### config.mk
export PLATFORM = sky130hd
export DESIGN_NAME = psd_queue
export DESIGN_NICKNAME = d
export VERILOG_FILES = /design/src/rtl/psd_queue.sv
export SDC_FILE = /design/constraint.sdc
export NUM_CORES = 1
export LEC_CHECK = 0
export ABC_AREA = 1
export BUFFER_PORTS_ARGS = -buffer_cell sky130_fd_sc_hd__clkbuf_2
export CAP_MARGIN = 20
export CORE_AREA = 2 2 56 58
export DETAILED_ROUTE_END_ITERATION = 8
export DIE_AREA = 0 0 58 60
export GPL_TIMING_DRIVEN = 0
export PLACE_DENSITY = 0.52
export SYNTH_ARGS = -nofsm -noshare
export SYNTH_HDL_FRONTEND = slang
export SYNTH_SLANG_ARGS = --single-unit
export TNS_END_PERCENT = 30
### constraint.sdc
create_clock -name clk -period 1.05 [get_ports clk]
set_input_delay 0.105 -clock clk [delete_from_list [all_inputs] [get_ports clk]]
set_output_delay 0.105 -clock clk [all_outputs]
set_load 0.01 [all_outputs]
### src/rtl/psd_queue.sv
// ----------------------------------------------------------------------------
// psd_queue
// Two-entry job queue between the front and back parts.
// ----------------------------------------------------------------------------
module psd_queue #(
    parameter int W = 8
) (
    input  logic         clk,
    input  logic         rst_n,
    input  logic         push,
    input  logic [W-1:0] push_data,
    input  logic         pop,
    output logic         avail,
    output logic [W-1:0] head
);
    logic [W-1:0] data_reg [2];
    logic         wptr_reg;
    logic         rptr_reg;
    logic [1:0]   cnt_reg;

    assign avail = (cnt_reg != 2'd0);
    assign head  = data_reg[rptr_reg];

    always_ff @(posedge clk)
    begin
        if (push)
        begin
            data_reg[wptr_reg] <= push_data;
        end
    end

    always_ff @(posedge clk or negedge rst_n)
    begin
        if (!rst_n)
        begin
            wptr_reg <= 1'b0;
            rptr_reg <= 1'b0;
            cnt_reg  <= 2'd0;
        end
        else
        begin
            if (push)
            begin
                wptr_reg <= ~wptr_reg;
            end
            if (pop)
            begin
                rptr_reg <= ~rptr_reg;
            end
            if (push && !pop)
            begin
                cnt_reg <= cnt_reg + 2'd1;
            end
            else if (pop && !push)
            begin
                cnt_reg <= cnt_reg - 2'd1;
            end
        end
    end
endmodule

==> results_dict.tcl <==
set metrics [dict create \
    synth.distinct_cells 12 \
    vias 488 \
    clkTransAtPathRegs_ps 120 \
    hold_path.class "in2reg" \
    critPathBufInv 2 \
    worstSetupPathType "reg2out" \
    grt_antenna_before_repair 0 \
    clock_latency_ps 300 \
    cts_buffers 3 \
    ant_nets 0 \
    yosysSeqAreaShare_pct 71.3 \
    slowest_delay_ps 390 \
    powerDensity_nw_per_um2 2410 \
    cp-start-kind "flop" \
    die_area_um2 3480 \
    synth_area_um2 815 \
    overflow 0 \
    portBuffers 20 \
    h-tree-depth 1 \
    num_rows 20 \
    cts_tree "done" \
    clkPwrFrac_pct 23.0 \
    status "finished with violations" \
    drv_slew 0 \
    violations "negative setup slack" \
    max_freq_ghz 0.730 \
    avgSynthCellArea_um2 16.6 \
    drc_errors 0 \
    routed_wl_mm 1.30 \
    largest_reg_flops 16 \
    crit_chain "buf_6 -> mux2_4 -> clkbuf_2" \
    wl_per_cell_um 11.1 \
    grt_pass1_vias 530 \
    cpMaxStageDelayCell "dfrtp_1" \
    core_region_area_um2 2900 \
    p_int_mw 1.95 \
    finalPower_mw 2.71 \
    setup_viol 9 \
    ios 21 \
    clkSinkCount 20 \
    p_sw_mw 0.754 \
    reg2reg_slack_ps 70 \
    rsz0062_at_grt "yes" \
    cts-root-buf "clkbuf_4" \
    finalSetupTns_ps -2540 \
    irDropWorstVdd_mv 0.981 \
    power_frac_comb_pct 33.6 \
    synth_seq_cells 20 \
    netlist_instances 49 \
    cap_violations 0 \
    gp_congestion 0.581 \
    worstPathArrival_ps 1260 \
    relSlewSlack_pct 82.7 \
    min_period_ps 1370 \
    critPathCaptureType "output port" \
    synth_nets 62 \
    path_delay_family "flip-flops" \
    antenna_cells 0 \
    p_seq_share_pct 43.4 \
    grt_first_pass_wirelength_mm 2.24 \
    synth_warnings 0 \
    hold_viol 0 \
    nFillCells 295 \
    clockBufferDepth 2 \
    worstPathRequired_ps 940 \
    drtIter0Drc 14 \
    die_x_um 58 \
    die_h_um 60 \
    syn2layout_area_growth_pct 37.9 \
    skew_ps 7.74 \
    drive_gt1_share_pct 45.2 \
    track_usage_pct 8.98 \
    grt_max_degree 13 \
    initial_core_util_pct 28.1 \
    fin_ws_ps -320 \
    routed_via_density 4.17 \
    mostFrequentLayoutCells "clkbuf_2 (19), edfxtp_1 (16), dlygate4sd3_1 (10), mux2_4 (8), nand2_1 (6)" \
    crit_fanout 9 \
    tightest_slew_ps 259 \
    hpwl_um 951 \
    nNetsFinal 98 \
    period_share_pct 130 \
    leakage_nw 0.499 \
    switching_share_pct 27.9 \
    final_common_cell "clkbuf_2" \
    firstDrtPassIters 2 \
]
## layer usage
metal,part of all wire [%],track usage [%],up-vias
li1,-,-,240
met1,42,10.8,230
met2,50,14.3,16
met3,6.6,2.81,2
met4,0.77,4.98,0
met5,0,0,-
## synthesized netlist by cell type (all sizes together)
library cell | n | share of area, %
nand4 | 1 | 0.77
edfxtp | 16 | 59
ha | 1 | 1.5
nand2 | 6 | 2.8
buf | 1 | 1.4
nand3 | 1 | 0.61
inv | 7 | 3.2
xnor2 | 1 | 1.1
mux2 | 8 | 15
xor2 | 2 | 2.2
nor2 | 1 | 0.46
dfrtp | 4 | 12
## area by class of cell
class                   instances  area [um^2]  area share, %
clock buffers                   3         22.5           2.00
well taps                      33         41.3           3.67
multi-input cells              21          204           18.2
flip-flops and latches         20          581           51.7
inverters                       7         26.3           2.34
plain buffers                   1         11.3           1.00
repair buffers                 31          208           18.5
clock inverters                 1         30.0           2.67
## final timing paths
check | from | end | cells after the start
setup / recovery | rptr_reg | head[2] | 3
hold / removal | push | wptr_reg | 2
setup reg to reg | wptr_reg | data_reg[0][6] | 1
hold reg to reg | cnt_reg[0] | cnt_reg[0] | 1
max in group asynchronous | rst_n | wptr_reg | 2
min in group asynchronous | rst_n | rptr_reg | 2
## timing repair
action | CTS | global route
resized for setup | 2 | 3
hold buffers | 10 | 0
cloned | 0 | 0
pin swaps | 0 | 1
endpoints found under the hold margin | 21 | 0
setup endpoints to repair | 25 | 17
buffers inserted | 1 | 0
## cells by family after synthesis
group	share of synthesized area, %
buf+inv	4.61
xor+xnor	3.23
fa+ha+maj	1.54
simple gates	4.61
mux	14.7
flops	71.3
## power by group through the flow
stage               sequential, mW  combinational (mW)  clock [mW]
floorplan                     1.16               0.619           0
global placement              1.17               0.851           0
detailed placement            1.18               0.865           0
CTS                           1.17               0.933       0.642
global route                  1.20               0.997       0.679
finish                        1.17               0.909       0.623
## through the flow
| stage | std cells | cell area [um^2] | utilization [%] | hold WS, ps | setup WS [ps] |
|---|---|---|---|---|---|
| floorplan | 49 | 817 | - | -191 | 45.9 |
| global placement | 102 | 958 | 33.0 | -79.6 | -93.2 |
| detailed placement | 102 | 958 | 33.0 | -80.1 | -107 |
| CTS | 117 | 1120 | 38.7 | 29.3 | -337 |
| global route | 117 | 1120 | 38.7 | 45.8 | -371 |
| finish | 117 | 1120 | 38.7 | 41.2 | -320 |
Power figures use the tool's default switching activity.
