### src/rtl/psd_pkg.sv
// ----------------------------------------------------------------------------
// psd_pkg
// Widths, status codes and state type of the standard deviation core.
// ----------------------------------------------------------------------------
package psd_pkg;

    localparam int SAMPLE_W        = 16;
    localparam int MEAN_W          = 24;
    localparam int DEV_W           = 24;
    localparam int CNT_OUT_W       = 8;
    localparam int STATUS_W        = 2;
    localparam int FRAC_W          = 8;
    localparam int MAX_SAMPLES_DEF = 128;

    localparam logic [STATUS_W-1:0] STATUS_OK    = 2'd0;
    localparam logic [STATUS_W-1:0] STATUS_DROP  = 2'd1;
    localparam logic [STATUS_W-1:0] STATUS_EMPTY = 2'd2;

    typedef enum logic [2:0] {
        BK_IDLE,
        BK_MDIV,
        BK_PASS,
        BK_VDIV,
        BK_ROOT,
        BK_OUT
    } back_state_t;

endpackage

### src/rtl/psd_if.sv
// ----------------------------------------------------------------------------
// psd_if
// Valid/ready channels for sample words and result words.
// ----------------------------------------------------------------------------
interface psd_in_if;
    import psd_pkg::*;

    logic                       valid;
    logic                       ready;
    logic signed [SAMPLE_W-1:0] sample;
    logic                       last;

    modport source (output valid, output sample, output last, input ready);
    modport sink   (input valid, input sample, input last, output ready);
endinterface


### src/rtl/psd_front.sv
// ----------------------------------------------------------------------------
// psd_front
// Accept sample words, store them in a free bank (words past MAX_SAMPLES are dropped), close a set into a job.
// ----------------------------------------------------------------------------
module psd_front #(
    parameter int MAX_SAMPLES = 128,
    parameter int AA          = $clog2(MAX_SAMPLES),
    parameter int CW          = $clog2(MAX_SAMPLES + 1),
    parameter int SW          = psd_pkg::SAMPLE_W + $clog2(MAX_SAMPLES) + 1,
    parameter int JW          = 1 + CW + SW + 1
) (
    input  logic                               clk,
    input  logic                               rst_n,
    psd_in_if.sink                             din,
    output logic                               wr_en,
    output logic [AA:0]                        wr_addr,
    output logic signed [psd_pkg::SAMPLE_W-1:0] wr_data,
    output logic                               job_push,
    output logic [JW-1:0]                      job_data,
    input  logic                               rel_valid,
    input  logic                               rel_bank
);
    import psd_pkg::*;

    logic [CW-1:0]        count_reg;
    logic signed [SW-1:0] sum_reg;
    logic                 ovf_reg;
    logic                 bank_reg;
    logic [1:0]           busy_reg;

    logic                 accept;
    logic                 room;
    logic [CW-1:0]        count_next;
    logic signed [SW-1:0] sum_next;
    logic                 ovf_next;
    logic [1:0]           busy_next;

    assign din.ready = !busy_reg[bank_reg];
    assign accept    = din.valid && din.ready;
    assign room      = (count_reg < CW'(MAX_SAMPLES));

    assign wr_en   = accept && room;
    assign wr_addr = {bank_reg, count_reg[AA-1:0]};
    assign wr_data = din.sample;

    always_comb
    begin
        count_next = count_reg;
        sum_next   = sum_reg;
        ovf_next   = ovf_reg;
        if (room)
        begin
            count_next = count_reg + CW'(1);
            sum_next   = sum_reg + SW'(din.sample);
        end
        else
        begin
            ovf_next = 1'b1;
        end
    end

    assign job_push = accept && din.last;
    assign job_data = {bank_reg, count_next, sum_next, ovf_next};

    always_comb
    begin
        busy_next = busy_reg;
        if (rel_valid)
        begin
            busy_next[rel_bank] = 1'b0;
        end
        if (job_push)
        begin
            busy_next[bank_reg] = 1'b1;
        end
    end

    always_ff @(posedge clk or negedge rst_n)
    begin
        if (!rst_n)
        begin
            count_reg <= '0;
            sum_reg   <= '0;
            ovf_reg   <= 1'b0;
            bank_reg  <= 1'b0;
            busy_reg  <= 2'b00;
        end
        else
        begin
            busy_reg <= busy_next;
            if (job_push)
            begin
                count_reg <= '0;
                sum_reg   <= '0;
                ovf_reg   <= 1'b0;
                bank_reg  <= ~bank_reg;
            end
            else if (accept)
            begin
                count_reg <= count_next;
                sum_reg   <= sum_next;
                ovf_reg   <= ovf_next;
            end
        end
    end
endmodule

### src/flat_wrapper.sv
// flat-port wrapper written by rule: the top's interface ports become plain ports
module psd_front_flat import psd_pkg::*;
#(
    parameter int MAX_SAMPLES = 128,
    parameter int AA          = $clog2(MAX_SAMPLES),
    parameter int CW          = $clog2(MAX_SAMPLES + 1),
    parameter int SW          = psd_pkg::SAMPLE_W + $clog2(MAX_SAMPLES) + 1,
    parameter int JW          = 1 + CW + SW + 1
)
  (clk, rst_n, wr_en, wr_addr, wr_data, job_push, job_data, rel_valid, rel_bank, din_valid, din_sample, din_last, din_ready);
  psd_in_if din_i ();
  input  logic clk;
  input  logic rst_n;
  output logic wr_en;
  output logic [AA:0] wr_addr;
  output logic signed [psd_pkg::SAMPLE_W-1:0] wr_data;
  output logic job_push;
  output logic [JW-1:0] job_data;
  input  logic rel_valid;
  input  logic rel_bank;
  input wire logic [$bits(din_i.valid)-1:0] din_valid;
  input wire logic [$bits(din_i.sample)-1:0] din_sample;
  input wire logic [$bits(din_i.last)-1:0] din_last;
  output wire logic [$bits(din_i.ready)-1:0] din_ready;
  assign din_i.valid = din_valid;
  assign din_i.sample = din_sample;
  assign din_i.last = din_last;
  assign din_ready = din_i.ready;
  psd_front #(.MAX_SAMPLES(MAX_SAMPLES), .AA(AA), .CW(CW), .SW(SW), .JW(JW)) u_core (.clk(clk), .rst_n(rst_n), .din(din_i), .wr_en(wr_en), .wr_addr(wr_addr), .wr_data(wr_data), .job_push(job_push), .job_data(job_data), .rel_valid(rel_valid), .rel_bank(rel_bank));
endmodule
### config.mk
export PLATFORM = sky130hd
export DESIGN_NAME = psd_front_flat
export DESIGN_NICKNAME = d
export VERILOG_FILES = /design/src/rtl/psd_pkg.sv /design/src/rtl/psd_if.sv /design/src/rtl/psd_front.sv /design/src/flat_wrapper.sv
export SDC_FILE = /design/constraint.sdc
export NUM_CORES = 1
export LEC_CHECK = 0
export ABC_CLOCK_PERIOD_IN_PS = 3700
export BUFFER_PORTS_ARGS = -buffer_cell sky130_fd_sc_hd__buf_2
export CORE_MARGIN = 2
export CORE_UTILIZATION = 55
export DETAILED_ROUTE_END_ITERATION = 10
export PLACE_DENSITY_LB_ADDON = 0.2
export SETUP_SLACK_MARGIN = 0.3
export SLEW_MARGIN = 20
export SYNTH_ARGS = -nofsm -noshare
export SYNTH_HDL_FRONTEND = slang
export SYNTH_SLANG_ARGS = --single-unit
### constraint.sdc
create_clock -name clk -period 3.7 [get_ports clk]
set_input_delay 0.74 -clock clk [delete_from_list [all_inputs] [get_ports clk]]
set_output_delay 0.74 -clock clk [all_outputs]
set_load 0.02 [all_outputs]
==> results.ini <==
[place]
place.gp.congestion = 0.841
place_inst = 529
hpwl_mm = 5.77
io_buffers = 82

[worst_hold_path]
hp-class = reg2reg

[sta]
slew_headroom_pct = 32.1
finalCriticalPeriod_ps = 3480
slew_violations = 0
rsz0062_at_grt = yes
fin_crit_sh_pct = 93.9
hold_viol_final = 0
max_freq_ghz = 0.288
fin_skew_ps = 7.41
fin_setup_tns_ps = 0
tightest_slew_ps = 1020
finalSetupViolCount = 0

[run]
drv_cap = 0

[critical_path]
crit_path_end_kind = primary output
critical_path_arrival_ps = 2740
critical_path_class = in2out
worst_ep_required_time_ps = 2960
setup.worst_path.start_class = primary input
critical_path.max_fanout = 4

[clock_network]
clockRootBuffer = clkbuf_8
numCtsBuffers = 5
clkSinkCount = 36
hold_buffers = 0
clock_latency_ps = 300
clockBufferDepth = 2
cts_tree = done
clk_pin_slew_ps = 80
htree_num_levels = 2

[floorplan]
die_w_um = 82.2
die_h_um = 82.2
dieArea_um2 = 6760
start_util_pct = 56.8
pin_count = 83
core_um2 = 5920
num_rows = 28

[route]
vias_per_cell = 5.84
dr.pass1.iters = 5
routed-via-count = 3201
drc = 0
drt_iter0_drc = 164
wl_mm = 8.55
detail_route.wl_per_cell_um = 15.6
ant_nets = 0

[pwr]
peakVddDrop_v = 0.000486
power_per_cell_area_nw_per_um2 = 826
p_int_mw = 1.79
p_switching_mw = 1.73
p_clk_share_pct = 10.3
p_comb_share_pct = 70.9
netSwitchingFraction_pct = 49.2
p_leak_nw = 1.95
pwr-share-seq_pct = 18.8

[global_routing]
grt_max_degree = 57
grt_usage_pct = 25.5
globalRoute.totalOverflow = 0
antenna_found_initial = 0
grt_pass1_wl_mm = 13.7
grt_pass1_vias = 3064

[cells_and_area]
finalNetCount = 519
area_delta_synth_final_pct = 26.9
antennaDiodeCount = 0
drive_gt1_share_pct = 38.5
layout.cells.non_filler = 548
largest_reg_flops = 24

[synthesis]
yosysMostFrequentCell = nand2_1
yosys-top-cells-area = dfrtp_1 27%, ha_1 8.9%, nand2_1 7.3%
netlist_area_um2 = 3360
yosysTopAreaCellShare_pct = 26.8
syn_area_per_cell_um2 = 8.18
synth_common_cells = 65 x nand2_1, 36 x dfrtp_1, 31 x o21ai_0
yosys_warnings = 0
syn-num-nets = 458
synth-edff-count = 0
ys_ff_latch = 36
synth_ff_type = dfrtp_1
synth_top_area_cell = dfrtp_1
synthArstFlopShare_pct = 100
yosysSeqAreaShare_pct = 26.8
syn_inst = 411
ys_types = 61

[outcome]
status = complete, no violations

==> layout by cell type (no fill, tap or decap), drive strengths merged, types with 2 or more instances in the layout <==
master,n
o211ai,2
nor2b,7
ha,24
xnor2,15
buf,98
a21oi,26
a22o,8
o31ai,4
a211oi,8
nor3,4
and3,5
nand3,9
a21o,11
o21ai,56
or2,2
o21bai,3
and2,4
nand4,6
mux2,2
a31oi,3
nor2,16
nand2,65
inv,14
a221o,2
a221oi,2
clkbuf,5
a211o,2
nand2b,3
xor2,10
o2111ai,2
dfrtp,36
a21boi,2
==> metal layers <==
layer | vias to the layer above | share of wire [%] | GRT usage, %
met3 | 8 | 4.9 | 4.57
li1 | 1562 | - | -
met2 | 91 | 50 | 45.0
met5 | - | 0 | 0
met1 | 1540 | 44 | 32.5
met4 | 0 | 0.89 | 5.50
==> cell families (layout without fill, tap and decap cells) <==
group / Yosys count / count (layout) / synth area share, %
multiplexers: 3 / 3 / 0.967
buffers and inverters: 58 / 120 / 10.0
adder cells (fa/ha/maj): 25 / 25 / 9.52
AND/OR/NAND/NOR: 127 / 127 / 18.0
flip-flops: 36 / 36 / 26.8
XOR/XNOR: 25 / 25 / 6.51
AO/OA/AOI/OAI: 137 / 137 / 28.2
==> power groups by stage <==
| stage | Clock, mW | Combinational (mW) | Sequential, mW |
|---|---|---|---|
| 6_report | 0.362 | 2.50 | 0.665 |
| 5_1_grt | 0.383 | 2.73 | 0.685 |
| 4_1_cts | 0.367 | 2.28 | 0.654 |
| 3_5_place_dp | 0 | 2.08 | 0.645 |
| 3_3_place_gp | 0 | 2.04 | 0.640 |
| 2_1_floorplan | 0 | 1.62 | 0.616 |
==> layout make-up <==
cell class / count / area [um2]
Clock inverter: 3 / 42.5
Fill cell: 459 / 1650
Tap cell: 75 / 93.8
Inverter: 14 / 52.6
Multi-Input combinational cell: 317 / 2530
Clock buffer: 5 / 68.8
Timing Repair Buffer: 98 / 578
Sequential cell: 36 / 902
==> metrics by stage <==
stage               hold WS, ps  setup slack, ps  total power [mW]  cell area (um2)  util, %
global placement            477              106              2.68             3650     61.7
finish                      512              225              3.53             4270     72.1
detailed placement          484             40.8              2.72             3650     61.7
CTS                         513              183              3.30             4030     68.0
floorplan                   444              350              2.23             3390        -
global route                533              105              3.79             4270     72.1
==> worst max-delay path, cell delays in order <==
cell and delay, ps:
buf_8 100, ha_4 150, inv_2 50, fa_2 220
nor2b_4 50, o2111ai_4 200, a21boi_4 100, buf_4 140
a211o_1 280, a21oi_2 210, a21oi_2 100, o31ai_4 230
buf_6 150
==> worst paths after layout <==
path / start / to / slack (ps) / cells past startpoint
max: din_sample[0] / job_data[21] / 220 / 13
min: u_core.busy_reg[1] / u_core.busy_reg[1] / 510 / 1
max reg2reg: u_core.count_reg[7] / u_core.sum_reg[21] / 1140 / 5
min reg2reg: u_core.busy_reg[1] / u_core.busy_reg[1] / 510 / 1
max in group asynchronous: rst_n / u_core.count_reg[7] / 2590 / 1
min in group asynchronous: rst_n / u_core.sum_reg[2] / 540 / 1
==> timing repair <==
action,in CTS,in global routing
gates resized for setup,38,36
pin swaps,21,20
endpoints found under the setup margin,13,13
setup buffers,5,6
Power figures use the tool's default switching activity.
